===== src/rtl/pmpt_pkg.sv =====
// Package with shared types, constants and helpers of the PS/2 mouse packet tracker.
`default_nettype none
package pmpt_pkg;

  localparam int unsigned COORD_W = 10;
  localparam int unsigned BTN_W   = 3;
  localparam int unsigned ADDR_W  = 3;
  localparam int unsigned DATA_W  = 32;
  localparam int unsigned SUM_W   = COORD_W + 2;

  localparam int unsigned SYNC_BIT = 3;

  localparam logic [COORD_W-1:0] XLIM_RESET = 10'd1023;
  localparam logic [COORD_W-1:0] YLIM_RESET = 10'd711;
  localparam logic [COORD_W-1:0] START_X    = 10'd512;
  localparam logic [COORD_W-1:0] START_Y    = 10'd360;

  // Register index, taken from paddr[2].
  localparam logic REG_X_LIMIT = 1'b0;
  localparam logic REG_Y_LIMIT = 1'b1;

  // Packet phase codes.
  localparam logic [1:0] PH_BTN = 2'd0;
  localparam logic [1:0] PH_DX  = 2'd1;
  localparam logic [1:0] PH_DY  = 2'd2;

  typedef logic [COORD_W-1:0] coord_t;
  typedef logic signed [SUM_W-1:0] sum_t;

  typedef struct packed {
    coord_t x_limit;
    coord_t y_limit;
  } cfg_t;

  // Saturates a signed sum to the range 0 .. limit.
  function automatic coord_t clamp_coord(input sum_t v, input coord_t limit);
    coord_t r;
    if (v[SUM_W-1]) begin
      r = '0;
    end else if (v[SUM_W-2:0] > {1'b0, limit}) begin
      r = limit;
    end else begin
      r = v[COORD_W-1:0];
    end
    return r;
  endfunction

endpackage
`default_nettype wire


===== src/rtl/pmpt_if.sv =====
// Interfaces of the input byte channel and the cursor result channel.
`default_nettype none
interface pmpt_byte_if;
  logic       valid;
  logic       ready;
  logic [7:0] data_byte;
  logic       from_aux;

  modport source (output valid, output data_byte, output from_aux, input ready);
  modport sink   (input valid, input data_byte, input from_aux, output ready);
endinterface

interface pmpt_pos_if;
  logic       valid;
  logic       ready;
  logic [9:0] pos_x;
  logic [9:0] pos_y;
  logic [2:0] buttons;

  modport source (output valid, output pos_x, output pos_y, output buttons, input ready);
  modport sink   (input valid, input pos_x, input pos_y, input buttons, output ready);
endinterface
`default_nettype wire


===== src/rtl/ps2_mouse_packet_tracker.sv =====
// Top level of the PS/2 mouse packet tracker.
`default_nettype none
// The tracker takes one word per handshake from a PS/2 controller: the data
// byte and a flag that marks bytes from the mouse port. Keyboard words are
// dropped without effect. Mouse words are gathered into the usual three-byte
// packet; a first byte is only taken when its sync bit (bit 3) is set, so the
// block locks back onto packet boundaries by itself. When the Y byte arrives,
// the signed X delta is added to the cursor X and the signed Y delta is
// subtracted from the cursor Y (screen down is positive); each coordinate is
// clamped to 0 and to its limit register, and one result word carries the new
// position and the three button bits. Overflow and ninth sign bits are not
// used. After reset the cursor sits at (512, 360) with limits 1023 and 711.
// Each word is held in the input register and its result is registered in the
// output register in the cycle after, so one word is accepted every clock;
// the only stall is when a completed packet meets a result still waiting to be
// taken. The limit registers sit at byte addresses 0 (x_limit) and 4
// (y_limit) and should only be written while no word is in flight.
module ps2_mouse_packet_tracker (
  input  wire logic                        clk,
  input  wire logic                        rst,
  pmpt_byte_if.sink                        pkt_byte,
  pmpt_pos_if.source                       cursor,
  input  wire logic                        psel,
  input  wire logic                        penable,
  input  wire logic                        pwrite,
  input  wire logic [pmpt_pkg::ADDR_W-1:0] paddr,
  input  wire logic [pmpt_pkg::DATA_W-1:0] pwdata,
  output logic      [pmpt_pkg::DATA_W-1:0] prdata,
  output logic                             pready
);
  import pmpt_pkg::*;

  cfg_t cfg;

  // Limit registers.
  pmpt_cfg u_cfg (
    .clk     (clk),
    .rst     (rst),
    .psel    (psel),
    .penable (penable),
    .pwrite  (pwrite),
    .paddr   (paddr),
    .pwdata  (pwdata),
    .prdata  (prdata),
    .pready  (pready),
    .cfg     (cfg)
  );

  // Packet assembly and cursor datapath.
  pmpt_packet u_packet (
    .clk      (clk),
    .rst      (rst),
    .cfg      (cfg),
    .pkt_byte (pkt_byte),
    .cursor   (cursor)
  );

endmodule
`default_nettype wire


===== src/rtl/pmpt_cfg.sv =====
// APB-style register file holding the cursor limits.
`default_nettype none
module pmpt_cfg (
  input  wire logic                       clk,
  input  wire logic                       rst,
  input  wire logic                       psel,
  input  wire logic                       penable,
  input  wire logic                       pwrite,
  input  wire logic [pmpt_pkg::ADDR_W-1:0] paddr,
  input  wire logic [pmpt_pkg::DATA_W-1:0] pwdata,
  output logic      [pmpt_pkg::DATA_W-1:0] prdata,
  output logic                            pready,
  output pmpt_pkg::cfg_t                  cfg
);
  import pmpt_pkg::*;

  logic wr_en;
  logic reg_idx;

  assign pready  = 1'b1;
  assign reg_idx = paddr[2];
  assign wr_en   = psel && penable && pwrite;

  always_ff @(posedge clk) begin
    if (rst) begin
      cfg.x_limit <= XLIM_RESET;
      cfg.y_limit <= YLIM_RESET;
    end else if (wr_en) begin
      case (reg_idx)
        REG_X_LIMIT: cfg.x_limit <= pwdata[COORD_W-1:0];
        REG_Y_LIMIT: cfg.y_limit <= pwdata[COORD_W-1:0];
        default: ;
      endcase
    end
  end

  always_comb begin
    case (reg_idx)
      REG_X_LIMIT: prdata = {{(DATA_W-COORD_W){1'b0}}, cfg.x_limit};
      REG_Y_LIMIT: prdata = {{(DATA_W-COORD_W){1'b0}}, cfg.y_limit};
      default:     prdata = '0;
    endcase
  end

endmodule
`default_nettype wire


===== src/rtl/pmpt_packet.sv =====
// Input register, packet assembly, cursor update and result register.
`default_nettype none
module pmpt_packet (
  input  wire logic           clk,
  input  wire logic           rst,
  input  wire pmpt_pkg::cfg_t cfg,
  pmpt_byte_if.sink           pkt_byte,
  pmpt_pos_if.source          cursor
);
  import pmpt_pkg::*;

  // Input register.
  logic       s1_valid;
  logic [7:0] s1_data;
  logic       s1_aux;

  // Packet state.
  logic [1:0] phase;
  logic [1:0] phase_next;
  logic [7:0] first_byte;
  logic [7:0] delta_x_byte;
  coord_t     cur_x;
  coord_t     cur_y;

  // Result register.
  logic       ov;
  coord_t     out_x;
  coord_t     out_y;
  logic [2:0] out_btn;

  logic   emit;
  logic   advance;
  sum_t   sum_x;
  sum_t   sum_y;
  coord_t new_x;
  coord_t new_y;

  always_comb begin
    sum_x = sum_t'({2'b00, cur_x}) + sum_t'(signed'(delta_x_byte));
    sum_y = sum_t'({2'b00, cur_y}) - sum_t'(signed'(s1_data));
    new_x = clamp_coord(sum_x, cfg.x_limit);
    new_y = clamp_coord(sum_y, cfg.y_limit);
  end

  always_comb begin
    emit       = 1'b0;
    phase_next = phase;
    if (s1_aux) begin
      case (phase)
        PH_DX: phase_next = PH_DY;
        PH_DY: begin
          phase_next = PH_BTN;
          emit       = 1'b1;
        end
        default: phase_next = s1_data[SYNC_BIT] ? PH_DX : PH_BTN;
      endcase
    end
  end

  // An item leaves the input register unless it makes a result that cannot land.
  assign advance        = s1_valid && (!emit || !ov || cursor.ready);
  assign pkt_byte.ready = !s1_valid || advance;

  always_ff @(posedge clk) begin
    if (rst) begin
      s1_valid <= 1'b0;
    end else if (pkt_byte.ready) begin
      s1_valid <= pkt_byte.valid;
    end
  end

  always_ff @(posedge clk) begin
    if (pkt_byte.valid && pkt_byte.ready) begin
      s1_data <= pkt_byte.data_byte;
      s1_aux  <= pkt_byte.from_aux;
    end
  end

  always_ff @(posedge clk) begin
    if (rst) begin
      phase        <= PH_BTN;
      first_byte   <= '0;
      delta_x_byte <= '0;
      cur_x        <= START_X;
      cur_y        <= START_Y;
    end else if (advance && s1_aux) begin
      phase <= phase_next;
      if (phase == PH_DX) begin
        delta_x_byte <= s1_data;
      end else if (phase == PH_DY) begin
        cur_x <= new_x;
        cur_y <= new_y;
      end else if (s1_data[SYNC_BIT]) begin
        first_byte <= s1_data;
      end
    end
  end

  always_ff @(posedge clk) begin
    if (rst) begin
      ov <= 1'b0;
    end else if (advance && emit) begin
      ov <= 1'b1;
    end else if (cursor.ready) begin
      ov <= 1'b0;
    end
  end

  always_ff @(posedge clk) begin
    if (advance && emit) begin
      out_x   <= new_x;
      out_y   <= new_y;
      out_btn <= first_byte[BTN_W-1:0];
    end
  end

  assign cursor.valid   = ov;
  assign cursor.pos_x   = out_x;
  assign cursor.pos_y   = out_y;
  assign cursor.buttons = out_btn;

  a_emit_lands: assert property (@(posedge clk) disable iff (rst)
    (advance && emit) |=> (ov && phase == PH_BTN))
    else $error("completed packet did not reach the result register");

  a_sync_starts: assert property (@(posedge clk) disable iff (rst)
    (advance && s1_aux && phase == PH_BTN && s1_data[SYNC_BIT]) |=> (phase == PH_DX))
    else $error("synced button byte did not start a packet");

  a_kbd_ignored: assert property (@(posedge clk) disable iff (rst)
    (s1_valid && !s1_aux) |=> ($stable(phase) && $stable(cur_x) && $stable(cur_y)))
    else $error("keyboard word changed the packet state");

  a_no_emit_stall: assert property (@(posedge clk) disable iff (rst)
    (s1_valid && !emit) |-> pkt_byte.ready)
    else $error("word without a result held the input");

endmodule
`default_nettype wire

===== src/flat_wrapper.sv =====
// flat-port wrapper written by rule: the top's interface ports become plain ports
module ps2_mouse_packet_tracker_flat import pmpt_pkg::*;
  (clk, rst, psel, penable, pwrite, paddr, pwdata, prdata, pready, pkt_byte_valid, pkt_byte_data_byte, pkt_byte_from_aux, pkt_byte_ready, cursor_valid, cursor_pos_x, cursor_pos_y, cursor_buttons, cursor_ready);
  pmpt_byte_if pkt_byte_i ();
  pmpt_pos_if cursor_i ();
  input  wire logic clk;
  input  wire logic rst;
  input  wire logic psel;
  input  wire logic penable;
  input  wire logic pwrite;
  input  wire logic [pmpt_pkg::ADDR_W-1:0] paddr;
  input  wire logic [pmpt_pkg::DATA_W-1:0] pwdata;
  output logic      [pmpt_pkg::DATA_W-1:0] prdata;
  output logic pready;
  input wire logic [$bits(pkt_byte_i.valid)-1:0] pkt_byte_valid;
  input wire logic [$bits(pkt_byte_i.data_byte)-1:0] pkt_byte_data_byte;
  input wire logic [$bits(pkt_byte_i.from_aux)-1:0] pkt_byte_from_aux;
  output wire logic [$bits(pkt_byte_i.ready)-1:0] pkt_byte_ready;
  output wire logic [$bits(cursor_i.valid)-1:0] cursor_valid;
  output wire logic [$bits(cursor_i.pos_x)-1:0] cursor_pos_x;
  output wire logic [$bits(cursor_i.pos_y)-1:0] cursor_pos_y;
  output wire logic [$bits(cursor_i.buttons)-1:0] cursor_buttons;
  input wire logic [$bits(cursor_i.ready)-1:0] cursor_ready;
  assign pkt_byte_i.valid = pkt_byte_valid;
  assign pkt_byte_i.data_byte = pkt_byte_data_byte;
  assign pkt_byte_i.from_aux = pkt_byte_from_aux;
  assign pkt_byte_ready = pkt_byte_i.ready;
  assign cursor_valid = cursor_i.valid;
  assign cursor_pos_x = cursor_i.pos_x;
  assign cursor_pos_y = cursor_i.pos_y;
  assign cursor_buttons = cursor_i.buttons;
  assign cursor_i.ready = cursor_ready;
  ps2_mouse_packet_tracker u_core (.clk(clk), .rst(rst), .pkt_byte(pkt_byte_i), .cursor(cursor_i), .psel(psel), .penable(penable), .pwrite(pwrite), .paddr(paddr), .pwdata(pwdata), .prdata(prdata), .pready(pready));
endmodule

===== config.mk =====
export PLATFORM = sky130hd
export DESIGN_NAME = ps2_mouse_packet_tracker_flat
export DESIGN_NICKNAME = d
export VERILOG_FILES = /design/src/rtl/pmpt_pkg.sv /design/src/rtl/pmpt_if.sv /design/src/rtl/ps2_mouse_packet_tracker.sv /design/src/rtl/pmpt_cfg.sv /design/src/rtl/pmpt_packet.sv /design/src/flat_wrapper.sv
export SDC_FILE = /design/constraint.sdc
export NUM_CORES = 1
export LEC_CHECK = 0
export BUFFER_PORTS_ARGS = -buffer_cell sky130_fd_sc_hd__buf_2
export CORE_UTILIZATION = 55
export CTS_CLUSTER_DIAMETER = 120
export DETAILED_ROUTE_END_ITERATION = 16
export PLACE_DENSITY = 0.89
export SYNTH_ARGS = -nofsm -noshare
export SYNTH_HDL_FRONTEND = slang
export SYNTH_SLANG_ARGS = --single-unit
export TNS_END_PERCENT = 10

===== constraint.sdc =====
create_clock -name clk -period 4.5 [get_ports clk]
set_input_delay 0.675 -clock clk [delete_from_list [all_inputs] [get_ports clk]]
set_output_delay 0.675 -clock clk [all_outputs]
set_load 0.02 [all_outputs]

**Yosys cells after proc, flatten, opt, wreduce, memory -nomap -nowiden**

Index checks and enable logic that the tools add are counted.
Widths: inputs -> output; s select.

- Input port bits: 51
- Word-level logic and storage cells: 53
- Output and inout bits: 58
- Register bits: 87

- Reduce and logical (&&, ||, !) cells: 19
- Equality and inequality tests: 2
- Bitwise operators: 3
- $add $sub $neg: 2
- Multiplexer cells: 11
- $lt $le $gt $ge: 2

Operators with widths:

| operator | count |
|---|---|
| $pmux 32 s2 | 1 |
| $mux 10 | 4 |
| $gt 11x10->1 | 2 |
| $add 11x8->12 | 1 |
| $sub 11x8->12 | 1 |
| $reduce_and 2->1 | 4 |
| $logic_and 1x1->1 | 6 |
| $mux 1 | 5 |
| $pmux 2 s2 | 1 |
| $reduce_and 4->1 | 1 |
| $logic_not 1->1 | 3 |
| $logic_or 1x1->1 | 3 |
| $not 1->1 | 3 |
| $reduce_and 3->1 | 1 |
| $eq 2x1->1 const B | 1 |
| $eq 2x2->1 const B | 1 |
| $reduce_bool 2->1 | 1 |

**Depth between registers and ports, before layout**

- Depth in word-level cells: 9
- Mapped depth: 17

**Cells and area by module**

A second synthesis with hierarchy kept.

- Cell total of the unflattened synthesis: 543
- Area total of the unflattened synthesis: 5183.7 um2

Modules (own cells, without submodules):

| module | area each (um2) | instances | cells an instance |
|---|---|---|---|
| pmpt_packet | 4076.4 | 1 | 424 |
| pmpt_cfg | 1107.3 | 1 | 119 |

**Least setup slack after synthesis**

OpenSTA, ideal clock, no wires.

- Path kind: register to register
- Start point: register u_core.u_packet.s1_data[0]
- End point: register u_core.u_packet.out_y[3] (netlist: u_core.u_packet.cursor.pos_y[3]) (data pin)
- Data arrival time: 3.234 ns
- Required time: 4.243 ns
- Clock period less this slack: 3.491 ns
- Setup slack: 1.009 ns
- Stages on the path, launching flop included: 17
- Path through: edfxtp_1 ha_1 fa_1 nor2b_1 o21ai_2 o21ai_0 nor2_1 xnor2_1 ha_1 nand4_1 nor3_1 nor2_1 a31o_1 nor4_2 buf_6 mux2i_1 nor2_1

- Longest elaborated chain between the ends: 4

RTL lines:

| what | RTL line | text |
|---|---|---|
| from (decl) | pmpt_packet.sv:14 | `logic [7:0] s1_data;` |
| from (signal assigned) | pmpt_packet.sv:74 | `s1_data <= pkt_byte.data_byte;` |
| $sub 11x8->12 * | pmpt_packet.sv:40 | `sum_y = sum_t'({2'b00, cur_y}) - sum_t'(signed'(s1_data));` |
| $gt 11x10->1 | pmpt_pkg.sv:40 | `end else if (v[SUM_W-2:0] > {1'b0, limit}) begin` |
| $mux 10 | pmpt_pkg.sv:40 |  |
| $mux 10 * | pmpt_pkg.sv:38 | `if (v[SUM_W-1]) begin` |
| named net u_core.u_packet.new_y[3] | pmpt_packet.sv:36 | `coord_t new_y;` |
| to (signal assigned) | pmpt_packet.sv:112 | `out_y <= new_y;` |
| to (decl) | pmpt_packet.sv:28 | `coord_t out_y;` |

Mark *: on every way through the listed nets, which the timed path passes. The rest lies on a longest branch.
A chain may end at the register's enable or synchronous reset.

**Worst setup path in the final report**

Same ends and word-level chain as after synthesis.

==> flow_summary.ini <==
[worst_setup_path]
r2r_cells = 16
cp_cell_sequence = ha_1 -> fa_1 -> nor2b_1 -> o21ai_2 -> o21ai_0 -> nor2_1 -> xnor2_1 -> ha_1 -> nand4_1 -> nor3_1 -> nor2_1 -> a31o_1 -> nor4_2 -> buf_4 -> mux2i_1 -> nor2_1
endpoint_kind = flop
critPathRequiredTime_ns = 4.58
slowest_stage = edfxtp_1
worstSetupPathType = reg2reg
cp_max_fo = 10
crit_top_cell = nor2_1
slowest_delay_ns = 0.46
crit_arrival_ns = 4.40
cp-start-kind = flop

[job]
drv_cap = 0

[detailed_routing]
antenna_left = 0
drt-initial-drc-count = 270
vias = 4364
wire_per_inst_um = 16.5
avgViaCountPerCell = 5.95
firstDrtPassIters = 5
drc = 0
wl_um = 12100

[hold_path]
hold_class = reg2reg
hold_depth = 0

[cts]
postCtsSetupRepairBufs = 0
cts_tree = yes
cts_made_buffers = 9
clockBufferDepth = 2
path_clk_slew_ns = 0.10
hold_buffers = 0
clock-root-buffer = clkbuf_8
htree_levels = 3
cts.sinks = 87
post_cts_resized = 0
insertion_delay_ns = 0.36

[power]
power_mw = 1.78
p_per_area_mw_per_mm2 = 314
leakage_nw = 2.43
ir_drop_mv = 0.202

[logic_synthesis]
synthTopCellsByArea = dfxtp_1 (21%), edfxtp_1 (19%), ha_1 (11%)
ys.flop_type = dfxtp_1
synth_area_per_cell_sq_um = 9.12
synth_common_cells = nor2_1 (68), dfxtp_1 (55), ha_1 (44), inv_1 (44), nand2_1 (44)
synth_edf_count = 32
yosysTopAreaCell = dfxtp_1
synthCells = 564
synth_cell_types = 61
async_reset_ff_share_pct = 0
yosysMostFrequentCell = nor2_1
syn_area_sq_mm = 0.00514
ys_warn_count = 0
ys_ff_latch = 87
synth_top_area_share_pct = 21.4
yosysSeqAreaShare_pct = 40.1

[placement]
placedCellCount = 717
port_buffers = 61
dp_slack_ns = 0.307
globalplace.congestion = 0.914
dp_hpwl_um = 9080

[sta]
rsz0062_at_grt = no
finalCritPeriodShare_pct = 96.0
relSlewSlack_pct = 21.1
final-hold-violation-count = 0
min_period_ns = 4.32
worst_pin_slew_ns = 1.18
fin_ws_ns = 0.182
fin_skew_ns = 0.0168
slew_viol_final = 0
setup_viol = 0
fmax_mhz = 232
tns_ns = 0

[cells_and_area]
stdcell_count = 733
final_layout_size_suffix_gt1_share_pct = 15.5
syn_to_final_growth_pct = 10.5
nets = 717
fill_cells = 710
insertedDiodeCount = 0

[grt]
grt_max_degree = 28
grt_pass1_vias = 4244
grt-ovfl-total = 0
grt_first_pass_wirelength_um = 20100
antenna_found_initial = 0
track_usage_pct = 26.4

[floorplanning]
dieArea_sq_mm = 0.00974
core.rowCount = 34
dieHeight_um = 98.7
initial_core_util_pct = 57.9
core-area_sq_mm = 0.00889
die_w_um = 98.7
pin_count = 109

[outcome]
status = complete, no violations
report_power, final:
| part | internal, mW | leakage (nW) | total [mW] | switching (mW) |
|---|---|---|---|---|
| clock | 0.372 | 0.114 | 0.659 | 0.287 |
| sequential | 0.833 | 0.750 | 0.847 | 0.0142 |
| combinational | 0.104 | 1.57 | 0.278 | 0.174 |
| total | 1.31 | 2.43 | 1.78 | 0.475 |
registers in the layout (all words and copies together) (netlist names):
| signal | count |
|---|---|
| u_core.u_packet.cursor.pos_y | 10 |
| u_core.u_packet.cursor.pos_x | 10 |
| u_core.u_packet.s1_data | 8 |
| u_core.u_cfg.cfg | 20 |
| u_core.u_packet.cursor.valid | 1 |
| u_core.u_packet.cur_x | 10 |
| u_core.u_packet.s1_valid | 1 |
| u_core.u_packet.first_byte | 3 |
| u_core.u_packet.cur_y | 10 |
| u_core.u_packet.phase | 2 |
| u_core.u_packet.cursor.buttons | 3 |
| u_core.u_packet.delta_x_byte | 8 |
| u_core.u_packet.s1_aux | 1 |
worst max-delay path: cells and delay by family (launching register included):
kind                       cells  cell delay [ns]
xor gates and xnor gates       1             0.18
DFF                            1             0.46
and+or+nand+nor                7             1.16
muxes                          1             0.40
AOI/OAI and AO/OA              3             0.57
buffers and inverters          1             0.26
adders and majority gates      3             1.00
per-stage QoR:
step	hold WS, ns	utilization [%]	area, sq um
after global routing	0.452	63.9	5680
after CTS	0.452	63.7	5670
after global placement	0.414	61.1	5430
final	0.445	63.9	5680
after detailed placement	0.428	61.1	5430
after floorplan	0.408	-	5220
final cells by class:
| class | count | area, sq um | area share [%] |
|---|---|---|---|
| clock buffer | 11 | 131 | 2.31 |
| tap | 108 | 135 | 2.38 |
| clock inverter | 5 | 106 | 1.87 |
| sequential | 87 | 2060 | 36.3 |
| inverter | 44 | 165 | 2.91 |
| timing repair buffer | 66 | 343 | 6.03 |
| multi-input combinational | 412 | 2740 | 48.2 |
per-layer routing:
metal	vias up	part of all wire [%]	track usage, %	routed length, um
met4	0	2.3	9.30	279
met2	197	47	43.8	5650
met3	33	7.3	5.46	878
met1	2079	44	34.3	5300
li1	2055	-	-	-
met5	-	0	0	0
logic make-up after synthesis:
group / Yosys count / synth area share [%]
and+or+nand+nor: 178 / 16.3
AOI/OAI and AO/OA: 129 / 16.6
DFF: 87 / 40.1
buffers and inverters: 86 / 8.56
adders and majority gates: 46 / 11.5
muxes: 24 / 4.72
xor gates and xnor gates: 12 / 2.04
other: 2 / 0.146
final timing paths:
check / start / end / slack (ns)
setup / recovery: u_core.u_packet.s1_data[0] / u_core.u_packet.cursor.pos_y[3] / 0.18
setup reg to reg: u_core.u_packet.s1_data[0] / u_core.u_packet.cursor.pos_y[3] / 0.18
hold / removal: u_core.u_packet.first_byte[1] / u_core.u_packet.cursor.buttons[1] / 0.44
hold reg to reg: u_core.u_packet.first_byte[1] / u_core.u_packet.cursor.buttons[1] / 0.44
cell usage in the layout (no fill, tap or decap), drive strengths merged, types with 3 or more instances in the layout:
cell    synthesis  final
nor2           68     68
buf            28     66
dfxtp          55     55
inv            44     45
nand2          44     44
ha             44     44
a21oi          34     34
edfxtp         32     32
o21ai          31     31
conb            2     23
mux2i          22     22
nand3          15     15
a211o          15     15
a211oi         12     12
xnor2          11     11
o21a           11     11
clkbuf         13     11
nor2b          10     10
nor3            8      8
or3             8      8
nand4           7      7
o31ai           6      6
nand2b          4      4
nand3b          4      4
a21o            3      3
bufinv          0      3
Power figures use the tool's default switching activity.
